$ cat src/design/esc_pkg.sv
// Shared types and constants for the environmental sensor compensation pipeline.
// Holds the decoded coefficient set, the side data carried past the divider and
// the configuration register indexes. No dependencies.
package esc_pkg;

  localparam int DIV_STAGES = 32;
  localparam int CFG_IDX_W  = 3;

  typedef enum logic [CFG_IDX_W-1:0] {
    REG_TEMP    = 3'd0,
    REG_PRESS_A = 3'd1,
    REG_PRESS_B = 3'd2,
    REG_PRESS_9 = 3'd3,
    REG_HUM_A   = 3'd4,
    REG_HUM_B   = 3'd5
  } cfg_reg_e;

  typedef struct packed {
    logic signed [31:0] t1;
    logic signed [31:0] t2;
    logic signed [31:0] t3;
    logic signed [31:0] p1;
    logic signed [31:0] p2;
    logic signed [31:0] p3;
    logic signed [31:0] p4;
    logic signed [31:0] p5;
    logic signed [31:0] p6;
    logic signed [31:0] p7;
    logic signed [31:0] p8;
    logic signed [31:0] p9;
    logic signed [31:0] h1;
    logic signed [31:0] h2;
    logic signed [31:0] h3;
    logic signed [31:0] h4;
    logic signed [31:0] h5;
    logic signed [31:0] h6;
  } coef_t;

  typedef struct packed {
    logic signed [31:0] temperature;
    logic [16:0]        humidity;
    logic               zero;
    logic               dbl;
  } side_t;

endpackage

$ cat src/design/esc_back.sv
// Back pipeline: pressure correction after the division and the output register.
// Three register stages, the last one drives the result channel. Uses esc_pkg.
module esc_back import esc_pkg::*; (
  input  logic               clk,
  input  logic               rst_n,
  input  logic               adv,
  input  logic               in_valid,
  input  logic [31:0]        quotient,
  input  side_t              in_side,
  input  coef_t              coef,
  output logic               out_valid,
  output logic signed [31:0] temperature,
  output logic [31:0]        pressure,
  output logic [16:0]        humidity
);

  logic               b1_vld_r, b2_vld_r, out_vld_r;
  side_t              b1_sd_r, b2_sd_r;
  logic [31:0]        b1_p_r, b1_ms_r, b2_p_r;
  logic signed [31:0] b1_m8_r, b2_c_r, b2_b_r;
  logic signed [31:0] tmp_out_r;
  logic [31:0]        prs_out_r;
  logic [16:0]        hum_out_r;

  logic [31:0]        p0, p3, p2;
  logic signed [31:0] corr;

  always_comb begin
    p0   = in_side.dbl ? {quotient[30:0], 1'b0} : quotient;
    p3   = {3'b0, p0[31:3]};
    p2   = {2'b0, p0[31:2]};
    corr = ((b2_c_r >>> 12) + b2_b_r + coef.p7) >>> 4;
  end

  always_ff @(posedge clk) begin
    if (!rst_n) begin
      b1_vld_r  <= 1'b0;
      b2_vld_r  <= 1'b0;
      out_vld_r <= 1'b0;
    end else if (adv) begin
      b1_vld_r  <= in_valid;
      b2_vld_r  <= b1_vld_r;
      out_vld_r <= b2_vld_r;
    end
  end

  always_ff @(posedge clk) begin
    if (adv) begin
      b1_sd_r <= in_side;
      b1_p_r  <= p0;
      b1_ms_r <= p3 * p3;
      b1_m8_r <= $signed(p2) * coef.p8;

      b2_sd_r <= b1_sd_r;
      b2_p_r  <= b1_p_r;
      b2_c_r  <= coef.p9 * $signed({13'b0, b1_ms_r[31:13]});
      b2_b_r  <= b1_m8_r >>> 13;

      tmp_out_r <= b2_sd_r.temperature;
      hum_out_r <= b2_sd_r.humidity;
      prs_out_r <= b2_sd_r.zero ? 32'd0 : 32'(b2_p_r + corr);
    end
  end

  assign out_valid   = out_vld_r;
  assign temperature = tmp_out_r;
  assign pressure    = prs_out_r;
  assign humidity    = hum_out_r;

endmodule

$ cat config.mk
export PLATFORM = sky130hd
export DESIGN_NAME = esc_back
export DESIGN_NICKNAME = d
export VERILOG_FILES = /design/src/design/esc_pkg.sv /design/src/design/esc_back.sv
export SDC_FILE = /design/constraint.sdc
export NUM_CORES = 2
export LEC_CHECK = 0
export ABC_AREA = 1
export BUFFER_PORTS_ARGS = -buffer_cell sky130_fd_sc_hd__buf_4
export CAP_MARGIN = 20
export CELL_PAD_IN_SITES_DETAIL_PLACEMENT = 1
export CELL_PAD_IN_SITES_GLOBAL_PLACEMENT = 1
export CORE_AREA = 2 2 358 360
export CTS_CLUSTER_SIZE = 14
export DETAILED_ROUTE_END_ITERATION = 8
export DIE_AREA = 0 0 360 362
export PLACE_DENSITY = 0.82
export SKIP_LAST_GASP = 1
export SYNTH_ARGS = -nofsm -noshare
export SYNTH_HDL_FRONTEND = slang
export SYNTH_SLANG_ARGS = --single-unit
$ cat constraint.sdc
create_clock -name clk -period 20.6 [get_ports clk]
set_input_delay 1.03 -clock clk [delete_from_list [all_inputs] [get_ports clk]]
set_output_delay 1.03 -clock clk [all_outputs]
set_load 0.01 [all_outputs]
Word-level counts from Yosys, hierarchy flattened
Index checks and enable logic that the tools add are counted.

word-level totals
  output and inout bits = 82
  logic and storage cells = 26
  flip-flop bits (word level) = 363

cells by class
  multiplexer cells = 1
  $add $sub $neg = 3
  multiply operators = 3

operators by type and width
  cell                                            count
  21-bit by 32-bit adder with 32-bit output       1
  32-bit adder                                    1
  29-bit by 29-bit multiplier with 32-bit output  1
  31-bit by 32-bit multiplier with 32-bit output  1
  32-bit by 20-bit multiplier with 32-bit output  1
  32-bit 2-to-1 mux                               1
  20-bit by 19-bit adder with 21-bit output       1

Longest topological paths before layout
  word-level depth = 3
  gate-level depth with buffers = 41

Worst setup path before layout
No wires, ideal clock.

  kind = input-to-reg
  start point = in in_side[0] (netlist name)
  end point = reg b1_m8_r[28], data pin
  required time = 20.338 ns
  setup time = 0.262 ns
  buffers on the path = 4
  path slack = 12.590 ns
  arrival = 7.748 ns
  stages = 31
  cell sequence = buf_4 > buf_4 > nand2_1 > o21ai_4 > inv_2 > clkbuf_1 > buf_1 > nor2_1 > fa_1 > fa_1 > fa_1 > inv_1 > fa_1 > inv_1 > fa_1 > inv_1 > fa_1 > inv_1 > fa_1 > inv_1 > fa_1 > inv_1 > ha_1 > nand2_1 > nor4_1 > o21ai_0 > nand3_1 > nand2_1 > o211ai_1 > a21oi_1 > xor2_1

between the ends
  word-level cells in the longest chain between the ends = 2

ends and longest elaborated chain
  element                                         RTL line        text
  start: declaration                              esc_back.sv:9   input side_t in_side,
  32-bit 2-to-1 mux                               esc_back.sv:29  p0 = in_side.dbl ? {quotient[30:0], 1'b0} : quotient;
  31-bit by 32-bit multiplier with 32-bit output  esc_back.sv:52  b1_m8_r <= $signed(p2) * coef.p8;
  end signal: assignment                          esc_back.sv:52
  end: declaration                                esc_back.sv:20  logic signed [31:0] b1_m8_r, b2_c_r, b2_b_r;

Every way passes these cells.
A chain may end at the register's enable or synchronous reset.

Worst setup path in the final report
  start point = in in_side[0] (netlist name)
  end point = reg b1_m8_r[31], data pin

The elaborated chain is that of the path after synthesis.

==> impl_summary.md <==
Clock network
The clock sink count is roughly 330. The post-CTS setup buffer count is 0. Clock tree synthesis inserted a total of 39 buffers.

The clock root buffer master is sky130_fd_sc_hd__clkbuf_16. The clock tree from TritonCTS is yes. Buffers inserted to repair hold after CTS numbered 0. The clock transition at the registers of the reported paths is 0.07 ns. The largest buffer count on any clock path is 3. The later pin in the worst-skew pair is clocked with a latency of 0.63 ns. In this run the number of H-tree levels came out at 2. Gates resized during post-CTS repair numbered 0.

Timing
The number of hold violations in the final report was 0. Setup violations remaining at the end of the flow were counted as 0. Based on the critical path, the design can be clocked at up to about 100 MHz. The pin slew with the least headroom to its limit is around 1.1 ns. The setup slack after layout is between 10 and 15 ns. Across all hold checks on the routed design, the worst slack comes to ~0.39 ns. The headroom to the max-slew limit is 0.267. The worst-case clock skew is roughly 0.039 ns. The total count of max-transition violations in the final report is 0. Adding up every negative setup slack in the final design gives 0 ns. The final clock period utilization by the worst path is 0.481. The clock period minus final worst setup slack is 9.91 ns.

Setup repair after global routing left no endpoint under its margin.

Routing
The first TritonRoute pass finished after 5 iterations. In the routed design, unresolved DRC markers number 0. The count of nets left with antenna violations once routing finished came out at 0. The number of vias per cell is 5.38. Dividing the detail-routed wire length by the instance count gives ~23 um.

The routed wire length is roughly 190 mm. Across all layers, the routed design uses ~44000 vias. In this run, the number of DRC markers left after iteration 0 of detailed routing was approximately 3000.

Min path
The worst min-delay path class is flop to flop.

Cells and area
The fraction of final layout cells sized beyond drive strength 1 is 0.0617. The count of non-filler cells in the finished layout is ~8200. The total of fill cells in the finished design is around 15000. Summing all multi-input logic gate instances after layout gives between 30000 and 40000 um^2.

The area growth from synthesis to layout is 8.67%. The footprint of the flip-flops and latches is 9730 um^2. The final-stage net count is 8711.

Synth
For this run, the number of Yosys warnings is 0. The number of flops mapped to enable cells by yosys is between 300 and 400. The leading register cell type out of synthesis is sky130_fd_sc_hd__edfxtp_1. The number of nets handed over by synthesis was around 8600.

The post-synthesis instance total is 6382. The main combinational cell family by area after synthesis is adder cells. The sequential cell area fraction in the yosys report is 0.172. The synthesized netlist contains between 40 and 50 unique library cells. The compound-cell area share of the yosys netlist is 0.0431.

Of the post-synthesis cell area, the part taken by muxes is 0. Of the total synthesized cell area, the portion taken by AND, OR, NAND and NOR gates is 0.140. By area the synthesized netlist is led by sky130_fd_sc_hd__fa_1 41%, sky130_fd_sc_hd__edfxtp_1 17%, sky130_fd_sc_hd__inv_1 11%, sky130_fd_sc_hd__ha_1 8.6%, sky130_fd_sc_hd__nand2_1 8.5%. The share of the synthesized area in the top cell type is 0.405. The proportion of synthesized flip-flops having asynchronous set or reset is 0. Ranked by instance count, the synthesized netlist is headed by 1657 x sky130_fd_sc_hd__inv_1, 1278 x sky130_fd_sc_hd__nand2_1, 1143 x sky130_fd_sc_hd__fa_1. The leading cell type by number of instances after synthesis is sky130_fd_sc_hd__inv_1. The library cell occupying the most area in the post-synthesis netlist is sky130_fd_sc_hd__fa_1.

Of the total synthesized cell area, the portion taken by XOR and XNOR cells is 0.0253. The synthesized design contains roughly 330 register bits. The netlist area before placement is 56400 um^2. The synthesized area divided by synthesized cell count is between 8 and 9 um^2. Of the total synthesized cell area, the portion taken by full adders, half adders and majority gates is 0.492.

Global route
The first global-routing pass estimated 290 mm of wire. The pin count of the biggest net entering global routing is 104. The number of antenna violations at the first check in global routing is 7. After global routing the overflow that remains totals 0. The number of global-route vias before repair was roughly 50000. Across every metal layer, demand over resource in global routing totals 0.294.

Place
The final estimated routing congestion in global placement is approximately 0.91. Input and output buffers added on the ports amount to 264. Once detailed placement completed, the half-perimeter wirelength came to 151 mm.

The number of cells after detailed placement is 8134. Prior to clock tree synthesis, the placed netlist has a worst setup slack of between 10 and 15 ns.

Floorplan
Measured along the y axis, the die boundary spans 362 um. The core outline area is between 100000 and 150000 um^2. The starting density of the core is 0.445.

The die covers ~130000 um^2. The floorplan step set the die width to around 360 um. Pin placement for this block handled 745 I/O pins. The site row count is between 100 and 150.

Run
Max-cap violations in this run came to 0.

Critical path
STA puts the critical path data required time at about 21 ns. The maximum fanout count along the critical path is 62. STA classifies the critical path startpoint as an input pin. The critical path in this run is classified as input pin to flop. Data arrives at the worst endpoint at 10.24 ns. The endpoint type of the worst setup path is a flop.

Outcome
The flow ran to the end, and the final reports show no timing, DRC or antenna violations.
[final cells by class]
type | instances | area share
Multi-Input combinational cell | 4164 | 0.645
Timing Repair Buffer | 314 | 0.0388
Tap cell | 1662 | 0.0339
Sequential cell | 325 | 0.159
Clock buffer | 44 | 0.0162
Antenna cell | 4 | 0.000163
Clock inverter | 25 | 0.00490
Inverter | 1671 | 0.102
[critical path: stages]
cell and delay [ns]:
sky130_fd_sc_hd__buf_4 0.61, sky130_fd_sc_hd__inv_4 0.26, sky130_fd_sc_hd__nand2_1 0.15, sky130_fd_sc_hd__nand2_2 0.62, sky130_fd_sc_hd__inv_2 0.89, sky130_fd_sc_hd__nand2_1 0.17, sky130_fd_sc_hd__fa_1 0.55, sky130_fd_sc_hd__inv_1 0.06
sky130_fd_sc_hd__fa_1 0.58, sky130_fd_sc_hd__inv_1 0.07, sky130_fd_sc_hd__fa_1 0.53, sky130_fd_sc_hd__inv_1 0.06, sky130_fd_sc_hd__fa_1 0.50, sky130_fd_sc_hd__inv_1 0.06, sky130_fd_sc_hd__fa_1 0.41, sky130_fd_sc_hd__inv_1 0.08
sky130_fd_sc_hd__fa_1 0.43, sky130_fd_sc_hd__fa_1 0.55, sky130_fd_sc_hd__fa_1 0.51, sky130_fd_sc_hd__ha_1 0.37, sky130_fd_sc_hd__a21oi_1 0.28, sky130_fd_sc_hd__o21bai_1 0.10, sky130_fd_sc_hd__a21oi_1 0.21, sky130_fd_sc_hd__nand3_1 0.11
sky130_fd_sc_hd__a21oi_1 0.65, sky130_fd_sc_hd__inv_1 0.09, sky130_fd_sc_hd__nand3_1 0.12, sky130_fd_sc_hd__nand2_1 0.12
[routing by layer]
layer,part of all wire,GRT usage
met3,0.080,0.0578
met1,0.38,0.354
met5,0,0
met4,0.064,0.164
met2,0.48,0.494
[kinds of logic after synthesis]
kind of cell | count (synthesis)
buffers and inverters | 1893
flip-flops | 325
AO/OA/AOI/OAI | 432
AND/OR/NAND/NOR | 2036
adder cells (fa/ha/maj) | 1533
XOR/XNOR | 163
[registers in the layout, summed over array words and instances, names as in the netlist]
| signal | cells |
|---|---|
| out_valid | 1 |
| b1_sd_r | 50 |
| pressure | 32 |
| b2_b_r | 19 |
| b2_vld_r | 1 |
| temperature | 32 |
| b1_vld_r | 1 |
| b2_sd_r | 50 |
| b1_p_r | 32 |
| b2_c_r | 20 |
| humidity | 17 |
| b1_m8_r | 19 |
| b2_p_r | 32 |
| b1_ms_r | 19 |
[cell usage in the layout (no fill, tap or decap), types with 4 or more instances in the layout]
master / netlist / final
sky130_fd_sc_hd__a31oi_1: 8 / 8
sky130_fd_sc_hd__nor3_1: 19 / 19
sky130_fd_sc_hd__a21o_1: 12 / 12
sky130_fd_sc_hd__xnor2_1: 70 / 70
sky130_fd_sc_hd__inv_2: 3 / 5
sky130_fd_sc_hd__ha_1: 390 / 390
sky130_fd_sc_hd__a21oi_1: 219 / 219
sky130_fd_sc_hd__o21ai_0: 111 / 111
sky130_fd_sc_hd__nand3b_1: 8 / 8
sky130_fd_sc_hd__o21ai_4: 3 / 5
sky130_fd_sc_hd__nor4_1: 8 / 8
sky130_fd_sc_hd__o21bai_1: 7 / 7
sky130_fd_sc_hd__nand3_1: 92 / 92
sky130_fd_sc_hd__bufinv_16: 0 / 4
sky130_fd_sc_hd__o21ai_1: 14 / 12
sky130_fd_sc_hd__o21a_1: 17 / 17
sky130_fd_sc_hd__xor2_1: 93 / 93
sky130_fd_sc_hd__a21boi_0: 4 / 4
sky130_fd_sc_hd__o21ai_2: 9 / 9
sky130_fd_sc_hd__clkbuf_1: 171 / 5
sky130_fd_sc_hd__o211ai_1: 4 / 4
sky130_fd_sc_hd__clkbuf_16: 0 / 39
sky130_fd_sc_hd__clkinv_1: 10 / 17
sky130_fd_sc_hd__edfxtp_1: 322 / 322
sky130_fd_sc_hd__o31ai_1: 4 / 4
sky130_fd_sc_hd__buf_4: 10 / 311
sky130_fd_sc_hd__diode_2: 0 / 4
sky130_fd_sc_hd__inv_1: 1657 / 1656
sky130_fd_sc_hd__nand2_2: 9 / 9
sky130_fd_sc_hd__nand4_1: 16 / 16
sky130_fd_sc_hd__nand2_1: 1278 / 1278
sky130_fd_sc_hd__nor2_1: 596 / 596
sky130_fd_sc_hd__fa_1: 1143 / 1143
sky130_fd_sc_hd__o221ai_1: 8 / 8
[final timing paths]
kind / start / depth (start not counted) / slack (ns) / end
setup / recovery: in_side[0] / 28 / 10.69 / b1_m8_r[31]$_DFFE_PP_
hold / removal: b1_m8_r[18]$_DFFE_PP_ / 0 / 0.39 / b2_b_r[5]$_DFFE_PP_
setup reg to reg: b1_ms_r[22]$_DFFE_PP_ / 23 / 13.48 / b2_c_r[31]$_DFFE_PP_
hold reg to reg: b1_m8_r[18]$_DFFE_PP_ / 0 / 0.39 / b2_b_r[5]$_DFFE_PP_
[stage by stage]
stage | utilization | area (um^2)
after floorplan | - | 56400
after global placement | 0.474 | 60000
final | 0.484 | 61300
after global routing | 0.484 | 61300
after detailed placement | 0.474 | 60000
after CTS | 0.484 | 61300
Power is not shown: default switching activity piles up to over one toggle a cycle in this logic, so the estimate is an artifact.
